<file path="src/rtl/gil_pkg.sv">
`timescale 1ns / 1ps

package gil_pkg;

    // input item function codes
    localparam logic [1:0] FUNC_RANGE  = 2'd0;
    localparam logic [1:0] FUNC_SPARSE = 2'd1;
    localparam logic [1:0] FUNC_LOOKUP = 2'd2;

    // configuration register indexes
    localparam logic [1:0] CFG_RANGE_COUNT  = 2'd0;
    localparam logic [1:0] CFG_SPARSE_COUNT = 2'd1;
    localparam logic [1:0] CFG_GLYPH_COUNT  = 2'd2;

    // lookup token walking the range cells
    typedef struct packed {
        logic        valid;
        logic [15:0] code;
        logic [31:0] total;
        logic        hit;
        logic [31:0] idx;
    } t_token;

    // finished search handed to the output stage
    typedef struct packed {
        logic        valid;
        logic        hit;
        logic [31:0] idx;
    } t_result;

endpackage

</file>
<file path="src/rtl/gil_search.sv">
`timescale 1ns / 1ps

module gil_search #(
    parameter int MAX_SPARSE = 256,
    parameter int AW         = (MAX_SPARSE > 1) ? $clog2(MAX_SPARSE) : 1
) (
    input  logic             i_clk,
    input  logic             i_rst_n,
    input  gil_pkg::t_token  i_tok,
    input  logic [8:0]       i_sparse_count,
    input  logic             i_wr_en,
    input  logic [AW-1:0]    i_wr_addr,
    input  logic [15:0]      i_wr_data,
    input  logic             i_take,
    output gil_pkg::t_result o_res
);
    import gil_pkg::*;

    localparam int NSW = $clog2(MAX_SPARSE + 1);
    localparam int SW  = NSW + 1;

    typedef enum logic [1:0] {S_IDLE, S_PROBE, S_CMP, S_DONE} t_state;

    logic [15:0]          r_mem [MAX_SPARSE];
    logic [15:0]          r_rdata;
    t_state               r_state;
    logic signed [SW-1:0] r_lo;
    logic signed [SW-1:0] r_hi;
    logic [AW-1:0]        r_mid;
    logic [15:0]          r_code;
    logic [31:0]          r_total;
    logic                 r_hit;
    logic [31:0]          r_idx;
    logic [NSW-1:0]       w_ns;
    logic signed [SW-1:0] w_mid;
    logic signed [SW-1:0] w_mid_ext;

    // entries in use, clamped to the table depth
    assign w_ns = ({23'd0, i_sparse_count} > 32'(MAX_SPARSE)) ? NSW'(MAX_SPARSE)
                                                              : NSW'(i_sparse_count);

    // midpoint of the current window
    assign w_mid     = r_lo + ((r_hi - r_lo) >>> 1);
    assign w_mid_ext = $signed({{(SW - AW){1'b0}}, r_mid});

    // sparse code table
    always_ff @(posedge i_clk) begin
        if (i_wr_en) begin
            r_mem[i_wr_addr] <= i_wr_data;
        end
    end

    // registered probe read
    always_ff @(posedge i_clk) begin
        if (r_state == S_PROBE) begin
            r_rdata <= r_mem[w_mid[AW-1:0]];
        end
    end

    // binary search sequencer
    always_ff @(posedge i_clk) begin
        if (!i_rst_n) begin
            r_state <= S_IDLE;
        end else begin
            unique case (r_state)
                S_IDLE: begin
                    if (i_tok.valid) begin
                        r_code  <= i_tok.code;
                        r_total <= i_tok.total;
                        r_lo    <= '0;
                        r_hi    <= $signed({1'b0, w_ns}) - SW'(1);
                        r_hit   <= i_tok.hit;
                        r_idx   <= i_tok.idx;
                        if (i_tok.hit || w_ns == '0) begin
                            r_state <= S_DONE;
                        end else begin
                            r_state <= S_PROBE;
                        end
                    end
                end
                S_PROBE: begin
                    if (r_lo > r_hi) begin
                        r_hit   <= 1'b0;
                        r_state <= S_DONE;
                    end else begin
                        r_mid   <= w_mid[AW-1:0];
                        r_state <= S_CMP;
                    end
                end
                S_CMP: begin
                    if (r_rdata == r_code) begin
                        r_hit   <= 1'b1;
                        r_idx   <= r_total + 32'(r_mid);
                        r_state <= S_DONE;
                    end else if (r_rdata < r_code) begin
                        r_lo    <= w_mid_ext + SW'(1);
                        r_state <= S_PROBE;
                    end else begin
                        r_hi    <= w_mid_ext - SW'(1);
                        r_state <= S_PROBE;
                    end
                end
                S_DONE: begin
                    if (i_take) begin
                        r_state <= S_IDLE;
                    end
                end
                default: r_state <= S_IDLE;
            endcase
        end
    end

    assign o_res.valid = (r_state == S_DONE);
    assign o_res.hit   = r_hit;
    assign o_res.idx   = r_idx;

endmodule

</file>
<file path="config.mk">
export PLATFORM = sky130hd
export DESIGN_NAME = gil_search
export DESIGN_NICKNAME = d
export VERILOG_FILES = /design/src/rtl/gil_pkg.sv /design/src/rtl/gil_search.sv
export SDC_FILE = /design/constraint.sdc
export NUM_CORES = 2
export LEC_CHECK = 0
export BUFFER_PORTS_ARGS = -buffer_cell sky130_fd_sc_hd__buf_2
export CELL_PAD_IN_SITES_DETAIL_PLACEMENT = 1
export CELL_PAD_IN_SITES_GLOBAL_PLACEMENT = 1
export CORE_MARGIN = 1.5
export CORE_UTILIZATION = 50
export DETAILED_ROUTE_END_ITERATION = 8
export PLACE_DENSITY = 0.7
export SYNTH_ARGS = -nofsm -noshare
export SYNTH_HDL_FRONTEND = slang
export SYNTH_SLANG_ARGS = --single-unit
</file>
<file path="constraint.sdc">
create_clock -name i_clk -period 6.58 [get_ports i_clk]
set_clock_uncertainty 0.2 [all_clocks]
set_input_delay 0.987 -clock i_clk [delete_from_list [all_inputs] [get_ports i_clk]]
set_output_delay 0.987 -clock i_clk [all_outputs]
set_load 0.05 [all_outputs]
</file>
# ---- Word-level counts from Yosys, hierarchy flattened
# Memories as Yosys holds them, arrays and structs flattened. A register that Yosys moved wholly into a read port is not among the register bits.
# Cells that the tools add are included.
dict set report classes {
  reduce_logical 12
  n_mux 24
  add_sub_neg 6
  eq_ne 11
  bitwise_logic 1
  n_lt_le_gt_ge 3
}
# op count
set ops {}
lappend ops {{32-bit two-way mux} 2}
lappend ops {{32-bit one-hot mux with 2 select lines} 1}
lappend ops {{10-bit two-way mux} 6}
lappend ops {{10-bit one-hot mux with 2 select lines} 2}
lappend ops {{32-bit by 8-bit adder with 32-bit output} 1}
lappend ops {{16-bit == test} 1}
lappend ops {{16-bit less-than comparator} 1}
lappend ops {{5-bit AND reduction} 3}
lappend ops {{2-bit != test, second input constant} 6}
lappend ops {{10-bit greater-than comparator} 1}
lappend ops {{9-bit by 1-bit subtractor with 10-bit output, second input constant} 1}
lappend ops {{8-bit by 1-bit adder with 9-bit output, second input constant} 1}
lappend ops {{9-bit greater-than comparator, second input constant} 1}
lappend ops {{9-bit logical NOT} 1}
lappend ops {{9-bit two-way mux} 1}
lappend ops {{8-bit by 1-bit subtractor with 9-bit output, second input constant} 1}
lappend ops {{9-bit subtractor} 1}
lappend ops {{8-bit adder} 1}
lappend ops {{2-bit two-way mux} 4}
lappend ops {{2-bit one-hot mux with 4 select lines} 1}
lappend ops {{1-bit two-way mux} 6}
lappend ops {{3-bit AND reduction} 2}
lappend ops {{2-bit == test, second input constant} 2}
lappend ops {{4-bit AND reduction} 1}
lappend ops {{9 further kinds} 9}
dict set report totals {
  mem_bits_rw 4096
  in_bits 119
  out_inout_bits 34
  ff_bits 111
  elab_cells 66
  mem_count 1
}
# name words word_bits read_ports rd_ports_with_merged_regs write_ports line
set mem_list {}
lappend mem_list {r_mem 256 16 1 1 1 gil_search.sv:24} ;# logic [15:0] r_mem [MAX_SPARSE];

# ---- Depth between registers and ports, before layout
dict set report logic_depth {
  word_depth 7
  depth_mapped 21
  ltp_nobuf 19
}

# ---- Least setup slack after synthesis
# Ideal clock, no wire load.
dict set report synth_timing {
  path_kind {register to register}
  start {register r_lo[0]}
  end {register r_rdata[14], read port of r_mem (data pin)}
  path_stages_with_launch 15
  arrival_time_ns 4.060
  synth_period_minus_slack_ns 4.516
  t_required_ns 6.124
  setup_time_ns 0.256
  slack_ns 2.064
  path_buffers 4
  path_cell_list {edfxtp_1 ha_1 inv_1 fa_1 ha_1 fa_1 buf_2 clkbuf_1 buf_2 clkbuf_1 mux4_2 mux4_2 a221oi_1 a32oi_1 and4_1}
}
dict set report synth_via {
  elab_chain_len 2
}
# item line
set synth_rtl {}
lappend synth_rtl {{start: declaration} gil_search.sv:27} ;# logic signed [SW-1:0] r_lo;
lappend synth_rtl {{start signal: assignment} gil_search.sv:96} ;# r_lo <= w_mid_ext + SW'(1);
lappend synth_rtl {{9-bit subtractor} gil_search.sv:43} ;# assign w_mid = r_lo + ((r_hi - r_lo) >>> 1);
lappend synth_rtl {{8-bit adder *} gil_search.sv:43}
lappend synth_rtl {{via w_mid[1]} gil_search.sv:35} ;# logic signed [SW-1:0] w_mid;
lappend synth_rtl {{end: declaration} gil_search.sv:25} ;# logic [15:0] r_rdata;
# Mark *: on every way through the listed nets, which the timed path passes. The rest lies on a longest branch.
# A chain may end at the register's enable or synchronous reset.

# ---- Final worst setup path
dict set report layout_timing {
  start {register r_lo[0]}
  end {register r_rdata[5], read port of r_mem (data pin)}
}
# Same word-level chain as after synthesis.

==> impl_metrics.py <==
metrics = {
    "route": {
        "detail_route.first_pass.iterations": 5,
        "via_count": 79460,
        "antenna_left": 0,
        "initialDrtViolationCount": 9756,
        "drt_drc_violations_left": 0,
        "routed_wirelength_um": 442500,
        "route.detailed.vias_per_inst": 6.440,
        "routed_wire_length_per_instance_um": 35.86,
    },
    "yosys": {
        "number_of_instances_in_the_synthesized_netlist": 6960,
        "synth_seq_cells": 4222,
        "synth_compound_gate_area_share": 0.009977,
        "syn-mean-instance-area_sq_um": 23.50,
        "synth-simple-area-share": 0.01826,
        "yosys_warnings": 0,
        "synth_async_reset_ratio": 0,
        "synth-seq-area-share": 0.7751,
        "postSynthNetCount": 7139,
        "synth_xor_xnor_area_share": 0.002188,
        "synthMuxAreaShare": 0.1774,
        "synth.lib_cells_used.distinct": 60,
        "synth.cell_area_sq_um": 163500,
        "synth_edf_count": 4220,
        "yosys_most_used_dff": "sky130_fd_sc_hd__edfxtp_1",
        "synth_fa_ha_area_frac": 0.004728,
        "synth_top_family_by_area": "multiplexers",
    },
    "setup_path": {
        "timing.critical_path.fanout_max": 57,
        "reg2reg_depth": 13,
        "critical_path.endpoint_type": "register",
        "worst_path_dominant_cell_family": "adder cells",
        "timing.critical_path.slowest_stage_cell": "sky130_fd_sc_hd__fa_4",
        "r2r-start": "r_lo[0]",
        "critPathLaunchType": "register",
        "critPathArrivalTime_ns": 6.72,
        "critPathBufInv": 3,
        "crit_path_cell_trace": "ha_1 -> inv_1 -> fa_1 -> ha_4 -> fa_4 -> buf_12 -> buf_12 -> mux4_2 -> mux4_2 -> a22o_1 -> a221oi_1 -> a32oi_1 -> and4_1",
        "worst_r2r_endpoint": "r_rdata[5]",
        "timing.critical_path.required_ns": 7.14,
        "r2r_slack_ns": 0.42,
        "cp_slowest_stage_delay_ns": 0.87,
        "criticalPathCategory": "reg -> reg",
    },
    "timing": {
        "post-route-min-period_ns": 6.162,
        "post_route_worst_hold_slack_ns": 0.1244,
        "worst_slew_pin_slew_ns": 1.354,
        "rsz0062_at_grt": "false",
        "setup-tns-final_ns": 0,
        "hold_viol_final": 0,
        "finalSetupViolCount": 0,
        "portion_of_the_clock_cycle_consumed_by_the_worst_path_in_the_final_layout": 0.9365,
        "slew_headroom": 0.09747,
        "clock.fmax_mhz": 162.3,
        "timing_max_transition_violations_final": 0,
    },
    "layout": {
        "fill_cells": 26800,
        "mostFrequentLayoutCells": "sky130_fd_sc_hd__edfxtp_1 (4220), sky130_fd_sc_hd__mux4_2 (1280), sky130_fd_sc_hd__clkbuf_16 (434)",
        "finalNonFillerCells": 12340,
        "num-nets-final": 7824,
        "mostFrequentLayoutCell": "sky130_fd_sc_hd__edfxtp_1",
        "layout.cell_area.non_filler_sq_um": 186500,
        "layout_cells_sized_above_1": 0.3180,
        "area_delta_synth_final_pct": 14.03,
    },
    "clock_tree": {
        "tritoncts_num_sinks": 4222,
        "clock_pin_slew_of_the_registers_on_the_worst_case_setup_and_hold_paths_ns": 0.06,
        "post_cts.repair.setup_buffers": 0,
        "ctsHtreeMaxLevel": 5,
        "post_cts_resized": 0,
        "insertion_delay_ns": 1.00,
        "root_buffer": "sky130_fd_sc_hd__clkbuf_16",
        "hold_buffers": 48,
        "clock_tree_from_tritoncts": "done",
        "max-clock-path-buffers": 4,
        "numCtsBuffers": 427,
    },
    "global_routing": {
        "grt_start_max_net_pins": 177,
        "grt_overflow_total": 0,
        "grt_pass1_vias": 82010,
        "grt_first_pass_wirelength_um": 628500,
        "gr_usage_total": 0.2688,
        "antenna_found_initial": 28,
    },
    "die": {
        "core_area_sq_um": 324800,
        "die_height_um": 574.9,
        "die_width_um": 574.9,
        "std_cell_rows": 209,
        "dieArea_sq_um": 330500,
        "io_pins": 153,
        "initial_core_util": 0.5035,
    },
    "min_path": {
        "timing.hold.worst.start": "i_tok[1]",
        "worst_hold_path.endpoint": "r_idx[1]",
        "min_path_type": "in -> reg",
        "holdPathStages": 3,
    },
    "outcome": {
        "status": "complete, no violations",
    },
    "placed_design": {
        "hpwl_um": 257100,
        "place.port_buffers": 152,
        "finalWeightedCongestion": 0.8379,
        "post_placement_cell_area_sq_um": 172100,
        "dp_cells": 11490,
    },
    "job": {
        "max_cap_viol_count": 0,
    },
}
logic make-up (layout without fill, tap and decap cells):
family / count (synthesis) / in the layout
adders and majority gates: 60 / 60
muxes: 1298 / 1298
and+or+nand+nor: 684 / 684
AOI/OAI and AO/OA: 218 / 218
xor gates and xnor gates: 40 / 40
DFF: 4222 / 4222
buffers and inverters: 438 / 1477
other: 0 / 14
metrics by stage:
step / setup WS, ns / util
finish: 0.4177 / 0.5741
global route: 0.3766 / 0.5741
CTS: 0.4628 / 0.5740
detailed placement: 0.4116 / 0.5299
global placement: 0.5736 / 0.5299
floorplan: 2.064 / -
final cells by class:
cell class	instances	area (sq um)	area share
Clock buffer	519	11180	0.05995
Sequential cell	4222	126800	0.6798
Antenna cell	14	35.03	0.0001879
Clock inverter	264	2669	0.01431
Inverter	62	232.7	0.001248
Timing Repair Buffer	632	5150	0.02762
Multi-Input combinational cell	2300	35030	0.1879
Tap cell	4325	5411	0.02902
worst min-delay path: cells and delay by family:
family,cells,cell delay [ns]
buf+inv,1,0.08
compound gates,1,0.06
simple gates,1,0.04
layer usage:
| metal | wire length (um) | share of wire | track usage | vias to the layer above |
|---|---|---|---|---|
| met1 | 173700 | 0.39 | 0.3784 | 43510 |
| li1 | - | - | - | 31160 |
| met2 | 214200 | 0.48 | 0.4284 | 4088 |
| met5 | 245 | 0.00055 | 0 | - |
| met3 | 38620 | 0.087 | 0.05114 | 695 |
| met4 | 15690 | 0.035 | 0.08968 | 10 |
registers in the layout (all words and copies together) (netlist names):
name and cells:
r_mid 8, r_lo 9, r_code 16, r_hi 10, r_idx 32, r_state 2, r_rdata 16, r_mem 4096
r_hit 1, r_total 32
Yosys cell counts, types with 4 or more instances:
master                     count  area [sq um]
sky130_fd_sc_hd__a221oi_1     30         262.8
sky130_fd_sc_hd__a31oi_1      11         68.82
sky130_fd_sc_hd__xor2_1       10         87.58
sky130_fd_sc_hd__buf_4        19         142.6
sky130_fd_sc_hd__and3_1       10         62.56
sky130_fd_sc_hd__nand4_1      15         93.84
sky130_fd_sc_hd__buf_1        16         60.06
sky130_fd_sc_hd__mux2_2        8         90.09
sky130_fd_sc_hd__nand3_1      81         405.4
sky130_fd_sc_hd__mux2i_1      10         100.1
sky130_fd_sc_hd__nand2_1     174         653.1
sky130_fd_sc_hd__nor2b_1      15         93.84
sky130_fd_sc_hd__clkbuf_1    184         690.7
sky130_fd_sc_hd__a21o_1        8         60.06
sky130_fd_sc_hd__and4_1       14         122.6
sky130_fd_sc_hd__xnor2_1      29         254.0
sky130_fd_sc_hd__o21bai_1      4         30.03
sky130_fd_sc_hd__inv_1        61         229.0
sky130_fd_sc_hd__or4_1        10         75.07
sky130_fd_sc_hd__o211a_1       4         40.04
sky130_fd_sc_hd__edfxtp_1   4220        126700
sky130_fd_sc_hd__and2_1        5         31.28
sky130_fd_sc_hd__mux4_2     1280         28830
sky130_fd_sc_hd__buf_6        15         168.9
sky130_fd_sc_hd__a21oi_1      35         175.2
sky130_fd_sc_hd__ha_1         57         713.2
sky130_fd_sc_hd__o21a_1        9         67.56
sky130_fd_sc_hd__or3_1        11         68.82
sky130_fd_sc_hd__a22o_1       28         245.2
sky130_fd_sc_hd__nor2_1      318          1194
sky130_fd_sc_hd__a32oi_1      32         280.3
sky130_fd_sc_hd__o211ai_1      9         67.56
sky130_fd_sc_hd__buf_2       142         710.7
sky130_fd_sc_hd__nand2b_1      4         25.02
sky130_fd_sc_hd__o21ai_0      19         95.09
sky130_fd_sc_hd__nor3_1       17         85.08
sky130_fd_sc_hd__o31ai_1      10         75.07
worst max-delay path by stage:
stage             endpoint  startpoint  cells past startpoint  slack (ns)
4_1_cts         r_rdata[5]     r_lo[0]                     13        0.46
5_1_grt        r_rdata[13]     r_hi[0]                     17        0.38
2_1_floorplan  r_rdata[14]     r_lo[0]                     14        2.06
6_report        r_rdata[5]     r_lo[0]                     13        0.42
3_3_place_gp    r_rdata[5]     r_lo[0]                     13        0.57
3_5_place_dp    r_rdata[5]     r_lo[0]                     13        0.41
Power is not shown: default switching activity piles up to over one toggle a cycle in this logic, so the estimate is an artifact.
