**src/rtl/gil_pkg.sv**
```systemverilog
`timescale 1ns / 1ps

package gil_pkg;

    // input item function codes
    localparam logic [1:0] FUNC_RANGE  = 2'd0;
    localparam logic [1:0] FUNC_SPARSE = 2'd1;
    localparam logic [1:0] FUNC_LOOKUP = 2'd2;

    // configuration register indexes
    localparam logic [1:0] CFG_RANGE_COUNT  = 2'd0;
    localparam logic [1:0] CFG_SPARSE_COUNT = 2'd1;
    localparam logic [1:0] CFG_GLYPH_COUNT  = 2'd2;

    // lookup token walking the range cells
    typedef struct packed {
        logic        valid;
        logic [15:0] code;
        logic [31:0] total;
        logic        hit;
        logic [31:0] idx;
    } t_token;

    // finished search handed to the output stage
    typedef struct packed {
        logic        valid;
        logic        hit;
        logic [31:0] idx;
    } t_result;

endpackage

```
**src/rtl/gil_range_cell.sv**
```systemverilog
`timescale 1ns / 1ps

module gil_range_cell (
    input  logic            i_clk,
    input  logic            i_rst_n,
    input  logic            i_wr_en,
    input  logic [15:0]     i_first,
    input  logic [15:0]     i_last,
    input  logic            i_active,
    input  gil_pkg::t_token i_tok,
    output gil_pkg::t_token o_tok
);
    import gil_pkg::*;

    logic [15:0] r_first;
    logic [15:0] r_last;
    t_token      r_tok;
    t_token      n_tok;

    // stored range entry
    always_ff @(posedge i_clk) begin
        if (i_wr_en) begin
            r_first <= i_first;
            r_last  <= i_last;
        end
    end

    // test the code against this range, else add its length to the total
    always_comb begin
        n_tok = i_tok;
        if (i_tok.valid && i_active && !i_tok.hit) begin
            if (i_tok.code >= r_first && i_tok.code <= r_last) begin
                n_tok.hit = 1'b1;
                n_tok.idx = i_tok.total + {16'd0, i_tok.code - r_first};
            end else begin
                n_tok.total = i_tok.total + {16'd0, r_last} - {16'd0, r_first} + 32'd1;
            end
        end
    end

    // hand the token to the next cell
    always_ff @(posedge i_clk) begin
        if (!i_rst_n) begin
            r_tok.valid <= 1'b0;
        end else begin
            r_tok.valid <= n_tok.valid;
        end
        r_tok.code  <= n_tok.code;
        r_tok.total <= n_tok.total;
        r_tok.hit   <= n_tok.hit;
        r_tok.idx   <= n_tok.idx;
    end

    assign o_tok = r_tok;

endmodule

```
**config.mk**
```make
export PLATFORM = sky130hd
export DESIGN_NAME = gil_range_cell
export DESIGN_NICKNAME = d
export VERILOG_FILES = /design/src/rtl/gil_pkg.sv /design/src/rtl/gil_range_cell.sv
export SDC_FILE = /design/constraint.sdc
export NUM_CORES = 1
export LEC_CHECK = 0
export BUFFER_PORTS_ARGS = -buffer_cell sky130_fd_sc_hd__buf_2
export CAP_MARGIN = 20
export CORE_MARGIN = 5
export CORE_UTILIZATION = 49
export CTS_BUF_LIST = sky130_fd_sc_hd__clkbuf_4
export DETAILED_ROUTE_END_ITERATION = 10
export PLACE_DENSITY = 0.78
export SLEW_MARGIN = 20
export SYNTH_ARGS = -nofsm -noshare
export SYNTH_HDL_FRONTEND = slang
export SYNTH_SLANG_ARGS = --single-unit
```
**constraint.sdc**
```tcl
create_clock -name i_clk -period 3.8 [get_ports i_clk]
set_input_delay 0.76 -clock i_clk [delete_from_list [all_inputs] [get_ports i_clk]]
set_output_delay 0.76 -clock i_clk [all_outputs]
set_load 0.02 [all_outputs]
```
== After elaboration in Yosys (flattened, before gate mapping) ==
Cells that the tools add are included.

* $add $sub $neg: 5
* Order comparisons: 2
* Multiplexer cells: 3
* Reduce and logical (&&, ||, !) cells: 4

{| class="wikitable"
|+ Operators with widths
! cell !! number
|-
| $mux 65 || 1
|-
| $add 32x16->32 || 2
|-
| $mux 33 || 1
|-
| $add 32x1->32 const B || 1
|-
| $mux 32 || 1
|-
| $sub 32x16->32 || 1
|-
| $ge 16x16->1 || 1
|-
| $le 16x16->1 || 1
|-
| $sub 16x16->16 || 1
|-
| $logic_and 1x1->1 || 3
|-
| $logic_not 1->1 || 1
|}

* Register bits: 114
* Logic and storage cells: 21

== Logic depth before layout (Yosys ltp) ==
Gate-level depths: netlist of run 1.

* Depth in word-level cells: 5
* Mapped depth: 21
* Mapped depth without buffers: 21

== Worst setup path before layout of run 1 ==
Ideal clock, no wire load.

* Path type: input -> register
* From: input port i_tok[66] in the netlist's numbering
* To: register r_tok (netlist bit o_tok[30])
* Setup time: 0.129 ns
* Data arrival time: 3.944 ns
* Required time: 3.671 ns
* Path slack: -0.272 ns
* Stages: 19
* Buffers on the path: 0
* Path through: ha_1 nor2b_1 o21ai_0 a21boi_0 o21ai_0 a21boi_0 o2111ai_1 nand3_1 nand2_1 xnor2_1 ha_1 nand3_1 or2_2 o21bai_1 a31oi_1 nor2_1 nand3_1 xnor2_1 o21ai_0

{| class="wikitable"
|+ RTL lines
! item !! RTL line !! text
|-
| start, declared || gil_range_cell.sv:10 || <nowiki>input gil_pkg::t_token i_tok,</nowiki>
|-
| end, declared || gil_range_cell.sv:17 || <nowiki>t_token r_tok;</nowiki>
|}

==> results of run 1 <==
## registers in the layout (all words and copies together) (netlist names)
register / count
o_tok: 82
r_last: 16
r_first: 16
## power by group
part           total [mW]  switching (mW)  internal [mW]  leakage, nW
Clock                1.13           0.474          0.659        0.189
Sequential           1.39          0.0360           1.35         1.00
Combinational        2.06            1.09          0.971         4.14
## cells by family (layout without fill, tap and decap cells)
group | Yosys count | in the layout | share of synthesized area (%)
flops | 114 | 114 | 33.0
fa+ha+maj | 115 | 115 | 19.9
simple gates | 237 | 237 | 14.4
xor+xnor | 65 | 65 | 7.22
compound gates | 234 | 234 | 18.7
buf+inv | 129 | 456 | 6.28
mux | 3 | 3 | 0.428
## metal layers
| metal | part of all wire (%) | vias to the layer above | track usage [%] |
|---|---|---|---|
| met1 | 45 | 3326 | 31.1 |
| met2 | 46 | 262 | 38.9 |
| met5 | 0 | - | 0 |
| met4 | 2.3 | 0 | 7.93 |
| met3 | 6.9 | 48 | 5.11 |
| li1 | - | 3735 | - |
## timing repair
item                                    CTS  global route
buffers inserted                          0             7
gates resized for setup                   1            47
hold buffers                              0             0
endpoints found under the setup margin    1            19
pin swaps                                 1            27
## metrics by stage
step | hold slack, ps | cell area, um2 | std cells | power [mW]
finish | 335 | 10600 | 1440 | 4.58
global route | 278 | 10600 | 1440 | 4.87
floorplan | 617 | 7930 | 897 | 2.59
CTS | 284 | 10300 | 1433 | 4.47
global placement | 658 | 9940 | 1401 | 3.28
detailed placement | 675 | 9940 | 1401 | 3.32
## layout make-up
cell class              count  area, um2
clock inverters            13        214
repair buffers            312       1860
fillers                  1266       5280
inverters                 112        420
multi-input cells         654       5040
well taps                 216        270
flip-flops and latches    114       2600
clock buffers              19        143
## placed cells by master, fill, tap and decap left out, types with 20 or more instances in the layout
cell,instances
buf_2,199
a21o_1,25
buf_4,111
dfxtp_1,82
xnor2_1,41
edfxtp_1,32
nand2_1,97
ha_1,93
a21oi_1,52
xor2_1,20
nor2_1,27
inv_1,110
o21ai_0,62
## worst min-delay path by stage
stage / startpoint / endpoint / slack (ps) / depth (start not counted)
global placement: r_last[1]$_DFFE_PP_ / o_tok[33]$_DFF_P_ / 660 / 3
finish: i_tok[65] / o_tok[65]$_DFF_P_ / 340 / 1
detailed placement: r_last[1]$_DFFE_PP_ / o_tok[33]$_DFF_P_ / 670 / 3
global route: i_tok[65] / o_tok[65]$_DFF_P_ / 280 / 1
CTS: i_tok[65] / o_tok[65]$_DFF_P_ / 280 / 1
floorplan: r_last[1]$_DFFE_PP_ / o_tok[33]$_DFF_P_ / 620 / 3
## critical path, delay by kind of cell (launching register included)
kind	cells	cell delay, ps
AOI/OAI and AO/OA	8	1130
xor gates and xnor gates	1	160
adders and majority gates	3	880
DFF	1	440
and+or+nand+nor	6	1100
==> impl_metrics.py, run 1 <==
metrics = {
    "synthesis": {
        "synth_flop_cell": "dfxtp_1",
        "synth.most_common_cell": "inv_1",
        "ys_types": 61,
        "ys_top_cells_by_count": "inv_1 (110), nand2_1 (98), ha_1 (97)",
        "synth.ff_latch_count": 114,
        "synthArstFlopShare_pct": 0,
        "netlist.top_cell.by_area": "dfxtp_1",
        "synth_area_per_cell_um2": 8.80,
        "synth_area_um2": 7890,
        "synthCells": 897,
        "synth_top_area_share_pct": 20.8,
        "syn_nets": 1130,
        "synth_top_cells_by_area": "dfxtp_1 (21%), ha_1 (15%), edfxtp_1 (12%)",
        "ys_seq_area_share_pct": 33.0,
        "synth_warnings": 0,
        "synth_edf_count": 32,
    },
    "critical_path": {
        "max_stage_delay_ps": 540,
        "r2r_slack_ps": -40,
        "cp_max_fo": 3,
        "timing.rr.start": "r_first[0]$_DFFE_PP_",
        "path_cells": "ha_2 -> fa_2 -> nor2b_2 -> o21ai_2 -> a21oi_2 -> o31ai_1 -> a21boi_1 -> o21ai_1 -> a21oi_1 -> nand2b_4 -> xor2_2 -> ha_1 -> a21oi_2 -> nand2b_4 -> or4_4 -> nand3_4 -> or3_1 -> a31oi_1",
        "arrival_ps": 4220,
        "critPathKind": "reg -> reg",
        "startpoint": "r_first[0]$_DFFE_PP_",
        "critPathSlowestCell": "or4_4",
        "required_ps": 4180,
        "worstRegToRegCells": 18,
        "endpoint": "o_tok[25]$_DFF_P_",
        "r2r_end": "o_tok[25]$_DFF_P_",
        "crit_path_start_kind": "flip-flop",
        "cp-end-kind": "flip-flop",
    },
    "routing": {
        "vias": 7371,
        "drtAntennaViolNets": 0,
        "wl_per_cell_um": 15.5,
        "vias_per_cell": 5.12,
        "drtIter0Drc": 339,
        "wl_mm": 22.3,
        "drc": 0,
        "dr.pass1.iters": 4,
    },
    "global_routing": {
        "grt_max_degree": 45,
        "groute.usage.overall_pct": 23.7,
        "antenna_found_initial": 0,
        "grt_pass1_vias": 7291,
        "grt_remaining_overflow": 0,
        "grt_pass1_wl_mm": 34.8,
    },
    "floorplan": {
        "die_width_um": 137,
        "die-area_um2": 18700,
        "die_h_um": 137,
        "io_pins": 200,
        "coreArea_um2": 15800,
        "start_util_pct": 49.8,
        "num_rows": 46,
    },
    "hold_path": {
        "min_path_type": "in -> reg",
    },
    "job": {
        "maxCapViolCount": 0,
    },
    "sta": {
        "setup_viol": 4,
        "fmax_mhz": 260,
        "fin_crit_sh_pct": 101,
        "tightest_slew_ps": 731,
        "finClkSkew_ps": 18.6,
        "rsz0062_at_grt": "true",
        "finalWorstSetupSlack_ps": -40.1,
        "finalHoldViolCount": 0,
        "finalCriticalPeriod_ps": 3840,
        "drv_slew": 0,
        "relSlewSlack_pct": 50.9,
        "totalNegativeSetupSlack_ps": -146,
    },
    "clock_tree": {
        "clkTransAtPathRegs_ps": 100,
        "cts_buffer_depth": 2,
        "clock_latency_ps": 540,
        "cts.htree.levels": 4,
        "cts-root-buf": "clkbuf_4",
        "cts_tree": "built",
        "numCtsBuffers": 17,
        "cts_sinks": 114,
    },
    "power_and_ir_drop": {
        "power_density_nw_per_um2": 434,
        "ir_worst_vdd_mv": 0.252,
        "power_leakage_nw": 5.33,
    },
    "finish": {
        "nets": 1444,
        "final_layout_size_suffix_gt1_share_pct": 33.1,
        "syn_to_final_growth_pct": 33.7,
        "antenna_cells": 0,
        "utilization_pct": 66.7,
    },
    "outcome": {
        "run_status": "finished, violations left",
        "violations": "negative setup slack",
    },
    "placed_design": {
        "numPortBuffers": 199,
        "finalWeightedCongestion": 0.932,
        "hpwlAfterDp_mm": 17.9,
        "pre_cts_ws_ps": -434,
    },
}
Note: power is estimated with default switching activity, not from simulation.
==> run 2: changes to the inputs <==
--- a/config.mk
+++ b/config.mk
@@ -8,10 +8,11 @@
 export BUFFER_PORTS_ARGS = -buffer_cell sky130_fd_sc_hd__buf_2
 export CAP_MARGIN = 20
 export CORE_MARGIN = 5
-export CORE_UTILIZATION = 49
+export CORE_UTILIZATION = 43
 export CTS_BUF_LIST = sky130_fd_sc_hd__clkbuf_4
 export DETAILED_ROUTE_END_ITERATION = 10
-export PLACE_DENSITY = 0.78
+export PLACE_DENSITY = 0.69
+export SKIP_LAST_GASP = 1
 export SLEW_MARGIN = 20
 export SYNTH_ARGS = -nofsm -noshare
 export SYNTH_HDL_FRONTEND = slang
==> constraint.sdc (replaced) <==
create_clock -name i_clk -period 3.8 [get_ports i_clk]
set_input_delay 0.57 -clock i_clk [delete_from_list [all_inputs] [get_ports i_clk]]
set_output_delay 0.57 -clock i_clk [all_outputs]
set_load 0.02 [all_outputs]
==> impl_metrics.py, run 2 (synthesized netlist as in run 1, its figures left out) <==
metrics = {
    "clock_tree": {
        "clkTransAtPathRegs_ps": 100,
        "cts.htree.levels": 4,
        "clock_latency_ps": 540,
        "cts_buffer_depth": 2,
        "numCtsBuffers": 17,
        "cts_sinks": 114,
        "cts-root-buf": "clkbuf_4",
        "post_cts_hold_buffer_count": 0,
        "cts_tree": "built",
    },
    "routing": {
        "vias": 7244,
        "vias_per_cell": 5.03,
        "dr.pass1.iters": 5,
        "wl_mm": 22.5,
        "wl_per_cell_um": 15.6,
        "drtIter0Drc": 320,
        "drtAntennaViolNets": 0,
        "drc": 0,
    },
    "critical_path": {
        "max_stage_delay_ps": 420,
        "worstRegToRegCells": 18,
        "startpoint": "r_first[0]$_DFFE_PP_",
        "cp.depth": 18,
        "cp-end-kind": "flip-flop",
        "path_cells": "ha_2 -> fa_2 -> nor2b_2 -> o21ai_2 -> a21oi_2 -> o31ai_1 -> a21boi_1 -> o21ai_1 -> nand2_1 -> a21oi_2 -> xnor2_2 -> ha_1 -> nand4_1 -> a211oi_2 -> or4_4 -> nand3_4 -> or3_1 -> a31oi_1",
        "timing.rr.start": "r_first[0]$_DFFE_PP_",
        "required_ps": 4270,
        "cp_top_family": "compound AO/OA/AOI/OAI gates",
        "crit_path_start_kind": "flip-flop",
        "critPathKind": "reg -> reg",
        "endpoint": "o_tok[25]$_DFF_P_",
        "critPathSlowestCell": "edfxtp_1",
        "r2r_end": "o_tok[25]$_DFF_P_",
        "arrival_ps": 4160,
        "path_common_cell": "a21oi_2",
        "r2r_slack_ps": 110,
        "path_buf_inv": 0,
        "cp_max_fo": 4,
    },
    "placed_design": {
        "place_area_um2": 9830,
        "placed_cells": 1403,
        "numPortBuffers": 199,
        "finalWeightedCongestion": 0.912,
        "pre_cts_ws_ps": -473,
        "hpwlAfterDp_mm": 18.4,
    },
    "finish": {
        "fin_area_um2": 10300,
        "utilization_pct": 57.1,
        "nets": 1431,
        "fin_cells": 1441,
        "layout_common_cells": "buf_2 (199), inv_1 (110), buf_4 (99)",
        "mostFrequentLayoutCell": "buf_2",
        "largest_reg_flops": 82,
        "final_layout_size_suffix_gt1_share_pct": 32.0,
        "syn_to_final_growth_pct": 30.3,
    },
    "sta": {
        "fmax_mhz": 271,
        "finalWorstSetupSlack_ps": 110,
        "finClkSkew_ps": 18.1,
        "fin_crit_sh_pct": 97.1,
        "rsz0062_at_grt": "true",
        "tightest_slew_ps": 752,
        "finalCriticalPeriod_ps": 3690,
        "finalHoldViolCount": 0,
        "setup_viol": 0,
        "totalNegativeSetupSlack_ps": 0,
        "drv_slew": 0,
        "relSlewSlack_pct": 49.7,
    },
    "floorplan": {
        "die_width_um": 145,
        "io_pins": 200,
        "coreArea_um2": 18000,
        "die_h_um": 145,
        "num_rows": 49,
        "start_util_pct": 43.8,
        "die-area_um2": 21200,
    },
    "global_routing": {
        "grt_remaining_overflow": 0,
        "antenna_found_initial": 1,
        "grt_pass1_vias": 7127,
        "grt_pass1_wl_mm": 36.0,
        "grt_max_degree": 47,
        "groute.usage.overall_pct": 20.8,
    },
    "outcome": {
        "run_status": "complete, no violations",
    },
    "job": {
        "maxCapViolCount": 0,
    },
    "power_and_ir_drop": {
        "power_density_nw_per_um2": 401,
        "power_leakage_nw": 5.21,
        "ir_worst_vdd_mv": 0.211,
    },
    "hold_path": {
        "min_path_type": "in -> reg",
    },
}
-- run 2: worst min path at each step --
stage / end / cells past startpoint / startpoint / slack, ps
after global routing: o_tok[65]$_DFF_P_ / 1 / i_tok[65] / 110
after global placement: o_tok[33]$_DFF_P_ / 3 / r_last[1]$_DFFE_PP_ / 650
final: o_tok[65]$_DFF_P_ / 1 / i_tok[65] / 160
after floorplan: o_tok[65]$_DFF_P_ / 0 / i_tok[65] / 600
after CTS: o_tok[65]$_DFF_P_ / 1 / i_tok[65] / 110
after detailed placement: o_tok[33]$_DFF_P_ / 3 / r_last[1]$_DFFE_PP_ / 660
-- run 2: final cells by class --
cell class	count	area [um2]
Sequential cell	114	2600
Antenna cell	1	2.50
Tap cell	229	287
Multi-Input combinational cell	654	5000
Clock buffer	22	165
Fill cell	1685	7740
Clock inverter	10	46.3
Timing Repair Buffer	299	1760
Inverter	112	420
-- run 2: where the power goes --
| group | internal [mW] | switching, mW |
|---|---|---|
| registers | 1.35 | 0.0347 |
| logic | 0.917 | 1.07 |
| clock network | 0.280 | 0.466 |
-- run 2: worst reg2reg max path, cell delays in order, from the launching register on --
cell      delay (ps)
edfxtp_1         420
ha_2             220
fa_2             350
nor2b_2          130
o21ai_2           70
a21oi_2          150
o31ai_1           90
a21boi_1         190
o21ai_1          110
nand2_1           90
a21oi_2           70
xnor2_2          170
ha_1             360
nand4_1          130
a211oi_2         270
or4_4            230
nand3_4           80
or3_1            350
a31oi_1          130
-- run 2: through the flow --
step	power (mW)	hold slack, ps
2_1_floorplan	2.58	598
3_3_place_gp	3.26	647
3_5_place_dp	3.28	659
4_1_cts	4.05	109
5_1_grt	4.44	113
6_report	4.12	158
-- run 2: timing repair --
| action | 4_1_cts | 5_1_grt |
|---|---|---|
| gates cloned | 0 | 0 |
| endpoints found under the setup margin | 15 | 21 |
| gates resized for setup | 9 | 40 |
| pin swaps | 6 | 22 |
| buffers inserted | 1 | 4 |
-- run 2: routing by layer --
metal  part of all wire (%)  vias to the layer above  track usage, %
li1                       -                     3703               -
met3                    6.3                       20            5.11
met5                      0                        -               0
met4                    1.1                        0            4.29
met1                     47                     3292            28.7
met2                     45                      229            33.4
